===== src/rtl/b64d_pkg.sv =====
`timescale 1ns / 1ps
`default_nettype none

package b64d_pkg;

	// Most results a single character can cause (one full group).
	localparam int MAX_RES   = 3;
	localparam int RES_CNT_W = 2;

	// Default result queue depth; keep it a power of two, at least four.
	localparam int FIFO_DEPTH_DEF = 8;

	localparam logic [7:0] CH_UPPER_A = 8'h41;
	localparam logic [7:0] CH_UPPER_Z = 8'h5A;
	localparam logic [7:0] CH_LOWER_A = 8'h61;
	localparam logic [7:0] CH_LOWER_Z = 8'h7A;
	localparam logic [7:0] CH_DIGIT_0 = 8'h30;
	localparam logic [7:0] CH_DIGIT_9 = 8'h39;
	localparam logic [7:0] CH_PLUS    = 8'h2B;
	localparam logic [7:0] CH_SLASH   = 8'h2F;

	// Offsets that map each alphabet range onto its sextet values.
	localparam logic [7:0] OFS_UPPER = 8'd65;  // 'A' -> 0
	localparam logic [7:0] OFS_LOWER = 8'd71;  // 'a' -> 26
	localparam logic [7:0] OFS_DIGIT = 8'd4;   // '0' -> 52, added
	localparam logic [5:0] SX_PLUS   = 6'd62;
	localparam logic [5:0] SX_SLASH  = 6'd63;

	typedef struct packed {
		logic       hit;
		logic [5:0] val;
	} sextet_t;

	typedef struct packed {
		logic [7:0] data_byte;
		logic       byte_valid;
		logic       run_last;
		logic       stream_done;
	} res_t;

	typedef struct packed {
		logic [RES_CNT_W-1:0]  n_res;
		res_t [MAX_RES-1:0]    res;
	} dec_t;

	function automatic sextet_t sextet_lookup(input logic [7:0] c);
		sextet_t s;
		s = '0;
		if (c >= CH_UPPER_A && c <= CH_UPPER_Z) begin
			s.hit = 1'b1;
			s.val = 6'(c - OFS_UPPER);
		end else if (c >= CH_LOWER_A && c <= CH_LOWER_Z) begin
			s.hit = 1'b1;
			s.val = 6'(c - OFS_LOWER);
		end else if (c >= CH_DIGIT_0 && c <= CH_DIGIT_9) begin
			s.hit = 1'b1;
			s.val = 6'(c + OFS_DIGIT);
		end else if (c == CH_PLUS) begin
			s.hit = 1'b1;
			s.val = SX_PLUS;
		end else if (c == CH_SLASH) begin
			s.hit = 1'b1;
			s.val = SX_SLASH;
		end
		return s;
	endfunction

endpackage

`default_nettype wire


===== src/rtl/b64d_decode.sv =====
`timescale 1ns / 1ps
`default_nettype none

module b64d_decode (
	input  wire logic          clk,
	input  wire logic          arst_n,
	input  wire logic          step,
	input  wire logic [7:0]    char_code,
	input  wire logic          last_char,
	output b64d_pkg::dec_t     dec
);
	import b64d_pkg::*;

	logic [5:0] held_q [3];
	logic [1:0] fill_q;
	logic       halted_q;

	sextet_t    lk;
	logic [5:0] held_new [3];
	logic [2:0] flush_fill;
	logic [7:0] b0, b1, b2;

	always_comb begin
		lk       = sextet_lookup(char_code);
		held_new = held_q;
		if (lk.hit && fill_q != 2'd3) begin
			held_new[fill_q] = lk.val;
		end
		// on a stop nothing is written, so one source serves both flush cases
		flush_fill = lk.hit ? 3'(fill_q) + 3'd1 : 3'(fill_q);
		b0 = {held_new[0], held_new[1][5:4]};
		b1 = {held_new[1][3:0], held_new[2][5:2]};
		b2 = {held_q[2][1:0], lk.val};
	end

	always_comb begin
		dec = '0;
		if (!halted_q) begin
			if (lk.hit && fill_q == 2'd3) begin
				dec.n_res = 2'd3;
				dec.res[0].data_byte = b0;
				dec.res[1].data_byte = b1;
				dec.res[2].data_byte = b2;
				dec.res[0].byte_valid = 1'b1;
				dec.res[1].byte_valid = 1'b1;
				dec.res[2].byte_valid = 1'b1;
			end else if (!lk.hit || last_char) begin
				// flush the partial group: n held values give n-1 bytes
				if (flush_fill >= 3'd2) begin
					dec.res[0].data_byte  = b0;
					dec.res[0].byte_valid = 1'b1;
					dec.n_res             = 2'd1;
				end
				if (flush_fill >= 3'd3) begin
					dec.res[1].data_byte  = b1;
					dec.res[1].byte_valid = 1'b1;
					dec.n_res             = 2'd2;
				end
			end
		end
		if (last_char) begin
			if (dec.n_res == 2'd0) begin
				dec.n_res = 2'd1;
			end
			dec.res[dec.n_res - 2'd1].stream_done = 1'b1;
		end
		if (dec.n_res != 2'd0) begin
			dec.res[dec.n_res - 2'd1].run_last = 1'b1;
		end
	end

	always_ff @(posedge clk or negedge arst_n) begin
		if (!arst_n) begin
			held_q   <= '{default: '0};
			fill_q   <= '0;
			halted_q <= 1'b0;
		end else if (step) begin
			if (last_char) begin
				fill_q   <= '0;
				halted_q <= 1'b0;
			end else if (!halted_q) begin
				if (!lk.hit) begin
					fill_q   <= '0;
					halted_q <= 1'b1;
				end else if (fill_q == 2'd3) begin
					fill_q <= '0;
				end else begin
					held_q[fill_q] <= lk.val;
					fill_q         <= fill_q + 2'd1;
				end
			end
		end
	end

endmodule

`default_nettype wire


===== src/rtl/b64d_resq.sv =====
`timescale 1ns / 1ps
`default_nettype none

module b64d_resq #(
	parameter int DEPTH = b64d_pkg::FIFO_DEPTH_DEF
) (
	input  wire logic                              clk,
	input  wire logic                              arst_n,
	input  wire logic [b64d_pkg::RES_CNT_W-1:0]    push_n,
	input  b64d_pkg::res_t [b64d_pkg::MAX_RES-1:0] push_res,
	output logic [$clog2(DEPTH+1)-1:0]             space,
	output logic                                   head_valid,
	output b64d_pkg::res_t                         head,
	input  wire logic                              pop
);
	import b64d_pkg::*;

	localparam int PTR_W = $clog2(DEPTH);
	localparam int CNT_W = $clog2(DEPTH+1);

	res_t             mem_q [DEPTH];
	logic [PTR_W-1:0] wr_ptr_q;
	logic [PTR_W-1:0] rd_ptr_q;
	logic [CNT_W-1:0] count_q;

	assign space      = CNT_W'(DEPTH) - count_q;
	assign head_valid = count_q != '0;
	assign head       = mem_q[rd_ptr_q];

	// write up to three entries in one cycle at consecutive slots
	always_ff @(posedge clk) begin
		for (int i = 0; i < MAX_RES; i++) begin
			if (RES_CNT_W'(i) < push_n) begin
				mem_q[wr_ptr_q + PTR_W'(i)] <= push_res[i];
			end
		end
	end

	always_ff @(posedge clk or negedge arst_n) begin
		if (!arst_n) begin
			wr_ptr_q <= '0;
			rd_ptr_q <= '0;
			count_q  <= '0;
		end else begin
			wr_ptr_q <= wr_ptr_q + PTR_W'(push_n);
			if (pop) begin
				rd_ptr_q <= rd_ptr_q + PTR_W'(1);
			end
			count_q <= count_q + CNT_W'(push_n) - CNT_W'(pop);
		end
	end

endmodule

`default_nettype wire


===== src/rtl/base64_stream_decoder.sv =====
`timescale 1ns / 1ps
`default_nettype none

// Streaming Base64 decoder, standard alphabet, one character per transaction.
// Input channel: in_valid / in_stall carry char_code and last_char; last_char
//   marks the final character of an encoded string.
// Output channel: out_valid / out_stall carry one result per transaction:
//   data_byte with byte_valid, run_last on the final result of a character,
//   stream_done on the final result of a string.
// Each group of four characters yields three bytes. '=' or any character
//   outside the alphabet flushes the partial group and the rest of the
//   string is dropped until last_char, which always yields a result (a marker
//   with byte_valid low when no byte is left) and clears decoder state.
// A character passes the input register, then the result queue; its first
//   result is offered once its results are written into the queue.
// Throughput: one character per cycle while in_stall is low; the output side
//   moves one result per cycle while out_stall is low, so bursts of full
//   groups are absorbed by the FIFO_DEPTH-entry result queue. A character
//   leaves the input register only when the queue has room for all of its
//   results; otherwise in_stall is raised.
// A stalled output holds its head result; the queue keeps filling behind it.
// Reset clears the decoder state, the input register and the queue.

module base64_stream_decoder #(
	parameter int FIFO_DEPTH = b64d_pkg::FIFO_DEPTH_DEF
) (
	input  wire logic       clk,
	input  wire logic       arst_n,
	input  wire logic       in_valid,
	output logic            in_stall,
	input  wire logic [7:0] char_code,
	input  wire logic       last_char,
	output logic            out_valid,
	input  wire logic       out_stall,
	output logic [7:0]      data_byte,
	output logic            byte_valid,
	output logic            run_last,
	output logic            stream_done
);
	import b64d_pkg::*;

	localparam int CNT_W = $clog2(FIFO_DEPTH+1);

	logic             valid_s1;
	logic [7:0]       char_s1;
	logic             last_s1;
	logic             adv;
	dec_t             dec;
	logic [CNT_W-1:0] space;
	res_t             head;

	// advance the input register once the queue can take every result
	assign adv      = valid_s1 && (space >= CNT_W'(dec.n_res));
	assign in_stall = valid_s1 && !adv;

	always_ff @(posedge clk or negedge arst_n) begin
		if (!arst_n) begin
			valid_s1 <= 1'b0;
		end else if (in_valid && !in_stall) begin
			valid_s1 <= 1'b1;
		end else if (adv) begin
			valid_s1 <= 1'b0;
		end
	end

	// payload holds while stalled
	always_ff @(posedge clk) begin
		if (in_valid && !in_stall) begin
			char_s1 <= char_code;
			last_s1 <= last_char;
		end
	end

	b64d_decode u_decode (
		.clk       (clk),
		.arst_n    (arst_n),
		.step      (adv),
		.char_code (char_s1),
		.last_char (last_s1),
		.dec       (dec)
	);

	b64d_resq #(
		.DEPTH (FIFO_DEPTH)
	) u_resq (
		.clk        (clk),
		.arst_n     (arst_n),
		.push_n     (adv ? dec.n_res : RES_CNT_W'(0)),
		.push_res   (dec.res),
		.space      (space),
		.head_valid (out_valid),
		.head       (head),
		.pop        (out_valid && !out_stall)
	);

	assign data_byte   = head.data_byte;
	assign byte_valid  = head.byte_valid;
	assign run_last    = head.run_last;
	assign stream_done = head.stream_done;

endmodule

`default_nettype wire


===== config.mk =====
export PLATFORM = sky130hd
export DESIGN_NAME = base64_stream_decoder
export DESIGN_NICKNAME = d
export VERILOG_FILES = /design/src/rtl/b64d_pkg.sv /design/src/rtl/b64d_decode.sv /design/src/rtl/b64d_resq.sv /design/src/rtl/base64_stream_decoder.sv
export SDC_FILE = /design/constraint.sdc
export NUM_CORES = 1
export LEC_CHECK = 0
export BUFFER_PORTS_ARGS = -buffer_cell sky130_fd_sc_hd__buf_2
export CAP_MARGIN = 30
export CORE_MARGIN = 10
export CORE_UTILIZATION = 25
export DETAILED_ROUTE_END_ITERATION = 7
export GPL_TIMING_DRIVEN = 0
export PLACE_DENSITY = 0.49
export SYNTH_ARGS = -nofsm -noshare
export SYNTH_HDL_FRONTEND = slang
export SYNTH_HIERARCHICAL = 1
export SYNTH_SLANG_ARGS = --single-unit

===== constraint.sdc =====
create_clock -name clk -period 7.6 [get_ports clk]
set_clock_uncertainty 0.15 [all_clocks]
set_input_delay 1.52 -clock clk [delete_from_list [all_inputs] [get_ports clk]]
set_output_delay 1.52 -clock clk [all_outputs]
set_load 0.05 [all_outputs]

=== Word-level counts from Yosys, hierarchy flattened ===
Memories as Yosys holds them, arrays and structs flattened.
Index checks and enable logic that the tools add are counted.

* Register bits: 41
* Latch bits: 0
* RAM bits: 88
* ROM bits: 0
* Output and inout port bits: 13
* Logic and storage cells: 126
* Memories kept: 1

* $add $sub $neg: 14
* $mul: 0
* Divide/modulo/power cells: 0
* Magnitude comparators: 18
* Equal/unequal tests: 5
* Shift operators: 0
* Multiplexer cells: 50
* Bitwise gates (word level): 4
* Reductions and logical operators: 23

{| class="wikitable"
|+ Memory list
! memory !! words !! bits a word !! read ports !! clocked after memory_dff !! wr ports !! RTL line !! RTL
|-
| u_resq.mem_q || 8 || 11 || 1 || 0 || 3 || b64d_resq.sv:21 || <nowiki>res_t mem_q [DEPTH];</nowiki>
|}

{| class="wikitable"
|+ Operators with widths
! kind !! number
|-
| two-way mux 9 bit || 9
|-
| bitwise mux 33 bit || 2
|-
| demux 11 bit (select 2 bit) || 2
|-
| two-way mux 35 bit || 1
|-
| two-way mux 7 bit || 5
|-
| two-way mux 33 bit || 1
|-
| two-way mux 2 bit || 11
|-
| bitwise mux 18 bit || 1
|-
| two-way mux 18 bit || 1
|-
| equality test 8 x 6 -> 1 bit, second input constant || 2
|-
| greater-or-equal comparator 8 x 7 -> 1 bit, second input constant || 2
|-
| <= comparator 8 x 7 -> 1 bit, second input constant || 2
|-
| two-way mux 1 bit || 13
|-
| demux 6 bit (select 2 bit) || 1
|-
| logical AND 1 bit || 12
|-
| two-way mux 11 bit || 1
|-
| greater-or-equal comparator 8 x 6 -> 1 bit, second input constant || 1
|-
| <= comparator 8 x 6 -> 1 bit, second input constant || 1
|-
| adder 3 x 1 -> 3 bit, second input constant || 2
|-
| adder 6 x 3 -> 6 bit, second input constant || 1
|-
| greater-or-equal comparator 3 x 2 -> 1 bit, second input constant || 2
|-
| < comparator 2 x 3 -> 1 bit, second input constant || 2
|-
| two-way mux 6 bit || 1
|-
| subtractor 6 x 1 -> 6 bit, second input constant || 1
|-
| 27 further kinds || 37
|}

=== Longest topological paths before layout ===
* Depth after elaboration: 30
* Gate-level depth with buffers: 24
* Mapped depth without buffers: 21

=== Modules after synthesis ===
The synthesis kept the hierarchy.

{| class="wikitable"
|+ Modules (own cells, without submodules)
! module !! times used !! cells an instance !! area each (um2) !! seq. area each (um2)
|-
| b64d_resq || 1 || 692 || 6765.2 || 2892.8
|-
| b64d_decode || 1 || 232 || 2034.5 || 525.5
|-
| base64_stream_decoder || 1 || 25 || 417.9 || 295.3
|}

=== Worst setup path after synthesis ===
No wires, ideal clock.

* Kind: register -> output
* Start: register char_s1[2]
* End: output port in_stall
* Arrival time: 3.628 ns
* Slack: 2.302 ns
* Stages on the path, launching flop included: 15
* Buffers on the path: 0
* Cells stage by stage: edfxtp_1 > inv_1 > ha_1 > nor2_1 > and4bb_2 > a21oi_2 > nand3_2 > nand3_2 > inv_2 > a311oi_1 > nor2_1 > ha_1 > nand2b_4 > a2111oi_4 > and2_1

{| class="wikitable"
|+ RTL lines
! item !! RTL line !! RTL
|-
| start: declaration || base64_stream_decoder.sv:45 || <nowiki>logic [7:0] char_s1;</nowiki>
|-
| start signal: assignment || base64_stream_decoder.sv:69 || <nowiki>char_s1 <= char_code;</nowiki>
|-
| end: declaration || base64_stream_decoder.sv:30 || <nowiki>output logic in_stall,</nowiki>
|}

==> impl_metrics.json <==
{
  "status": "finished, final reports clean",
  "hold_path_class": "reg2reg",
  "htreeDepth": 4,
  "slew_violations": 0,
  "relSlewSlack_pct": 34.5,
  "cap_viol_max_count": 0,
  "layout_common_cells": "121 x nand2_1, 97 x edfxtp_1, 91 x nor3_1, 91 x o21ai_0, 89 x a31oi_1",
  "drt_iter0_markers": 1071,
  "crit_path_end_kind": "output port",
  "mappedNetlistArea_um2": 9220,
  "yosys_warnings": 6,
  "rows": 70,
  "drt-vias-per-instance": 5.62,
  "power_leakage_uw": 0.00357,
  "synth_top_area_share_pct": 31.6,
  "clockBufferDepth": 2,
  "met3_length_mm": 3.13,
  "post_cts_resized": 0,
  "p_per_area_nw_per_um2": 370,
  "drive_gt1_share_pct": 16.7,
  "design.die.area_um2": 45000,
  "synth_area_leader_cell": "edfxtp_1",
  "layout_commonest_cell": "nand2_1",
  "yosysSeqAreaShare_pct": 40.3,
  "async_flop_share_pct": 24.8,
  "first_global_vias": 7949,
  "drt-met1-wl_mm": 15.3,
  "start_kind": "register",
  "ys_types": 79,
  "route.vias.total": 8337,
  "io_buffers": 25,
  "cp_max_fo": 9,
  "io_pins": 26,
  "synth-seq-cells": 129,
  "grt_overflow_total": 0,
  "grt_setup_unrepaired": "no",
  "drc": 0,
  "syn_nets": 989,
  "syn_to_final_growth_pct": 15.9,
  "worstMarginPinSlew_ns": 0.982,
  "path_clk_slew_ns": 0.06,
  "crit_type": "reg2out",
  "highest_layer": "met5",
  "postSynthCellCount": 949,
  "ir_drop_uv": 179,
  "cts_tree": "yes",
  "final-hold-violation-count": 0,
  "grt_max_degree": 33,
  "die_x_um": 212,
  "start_util_pct": 25.2,
  "antenna_left": 0,
  "cts_buffers": 17,
  "core_area_um2": 36500,
  "rrSetupSlack_ns": 1.47,
  "routed_wl_mm": 36.3,
  "die_h_um": 212,
  "route.met2.wl_mm": 16.9,
  "cts_setup_buffers": 0,
  "grt_pass1_wl_mm": 53.7,
  "grt_usage_pct": 16.1,
  "finalSetupViolCount": 0,
  "clock_sinks": 129,
  "setup-tns-final_ns": 0,
  "grt_antenna_before_repair": 3,
  "synth_ff_type": "edfxtp_1",
  "layout.nets": 1042,
  "fmax_mhz": 158,
  "worstSkewPairLatency_ns": 0.43,
  "synth_area_leaders": "edfxtp_1 32%, dfrtp_1 8.7%, a31oi_1 6.0%",
  "min_period_ns": 6.32,
  "holdBufCountCts": 0,
  "syn_avg_cell_area_um2": 9.71,
  "first_pass_iters": 6,
  "finalCoreUtilization_pct": 29.2,
  "avgRoutedWirePerCell_um": 24.5,
  "final.period_utilization_pct": 83.2,
  "cp.required_ns": 5.93,
  "worstPathArrival_ns": 4.65,
  "gp_congestion": 0.996,
  "synth_edf_count": 97,
  "hpwl_mm": 27.1,
  "num-fill-cells": 3806,
  "root_buffer": "clkbuf_16"
}
[final timing paths]
check	start	to	cells after the start
min in group asynchronous	arst_n	u_resq/rd_ptr_q[2]	1
max reg2reg	char_s1[2]	u_resq/mem_q[4][5]	20
min reg2reg	register	register	2
max in group asynchronous	arst_n	u_decode/held_q[2]	1
min	register	register	2
max	char_s1[2]	in_stall	15
[per-stage QoR]
| step | cells | setup WS (ns) | total power [uW] | area [um2] | hold slack [ns] |
|---|---|---|---|---|---|
| 4_1_cts | 1483 | 1.18 | 3950 | 10700 | 0.335 |
| 3_5_place_dp | 1451 | 1.46 | 3070 | 10100 | 0.320 |
| 2_1_floorplan | 949 | 2.30 | 2350 | 9220 | 0.297 |
| 6_report | 1484 | 1.28 | 3950 | 10700 | 0.327 |
| 5_1_grt | 1484 | 0.879 | 4140 | 10700 | 0.366 |
| 3_3_place_gp | 1442 | 0.797 | 3030 | 9930 | 0.316 |
[Yosys cell counts, types with 5 or more instances]
library cell	n
buf_1	15
clkbuf_2	5
o21ai_1	21
buf_6	7
and4b_1	22
dfrtp_1	32
mux4_1	21
inv_1	24
nor3_1	91
nand2_1	121
ha_1	25
xor2_1	5
o21ai_0	91
nor2b_1	8
o22ai_1	8
nand3_1	9
a31oi_1	89
a21oi_1	10
edfxtp_1	97
clkbuf_1	53
a211oi_2	9
and4bb_2	9
and4_1	11
mux2_2	12
buf_2	18
and2_1	9
nor2_1	29
[power by group]
part | total [uW] | switching, uW | internal [uW]
clock network | 862 | 343 | 519
registers | 990 | 74.1 | 916
logic | 2100 | 1490 | 611
total | 3950 | 1910 | 2050
[worst max-delay path: stages (launching register included)]
cell       delay [ns]
edfxtp_1         0.50
inv_1            0.18
ha_1             0.33
nor2_1           0.10
and4bb_2         0.31
a21oi_2          0.37
nand3_2          0.22
nand3_2          0.23
inv_2            0.09
a311oi_1         0.31
nor2_1           0.11
ha_1             0.31
nand2b_4         0.15
a2111oi_4        0.53
and2_1           0.20
buf_2            0.27
[area by class of cell]
cell class | instances | area [um2] | share of cell area, %
multi-input combinational | 691 | 4980 | 46.6
sequential | 129 | 3710 | 34.8
clock inverter | 15 | 179 | 1.68
buffer | 101 | 472 | 4.42
antenna | 1 | 2.50 | 0.0234
tap | 468 | 586 | 5.48
timing repair buffer | 34 | 220 | 2.06
clock buffer | 17 | 425 | 3.98
inverter | 28 | 105 | 0.984
[registers in the layout, summed over array words and instances, names as in the netlist, named ones only]
register	flops
u_resq/wr_ptr_q	3
u_resq/count_q	4
char_s1	8
u_decode/fill_q	2
u_decode/held_q	16
last_s1	1
u_resq/mem_q	88
u_decode/halted_q	1
u_resq/rd_ptr_q	3
valid_s1	1
[logic make-up (layout without fill, tap and decap cells)]
kind of cell / after synthesis / in the layout / share of synthesized area [%]
and+or+nand+nor: 347 / 347 / 20.7
other: 0 / 1 / 0
DFF: 129 / 129 / 40.3
buffers and inverters: 129 / 195 / 6.26
xor gates and xnor gates: 10 / 10 / 1.03
adders and majority gates: 28 / 28 / 3.94
muxes: 36 / 36 / 7.91
AOI/OAI and AO/OA: 270 / 270 / 19.9
[metal layers]
layer  GRT usage [%]  vias to the layer above
met1            20.9                     4100
met3            3.74                       72
met4            5.48                        2
met5               0                        -
li1                -                     3742
met2            25.8                      421
Power figures use the tool's default switching activity.
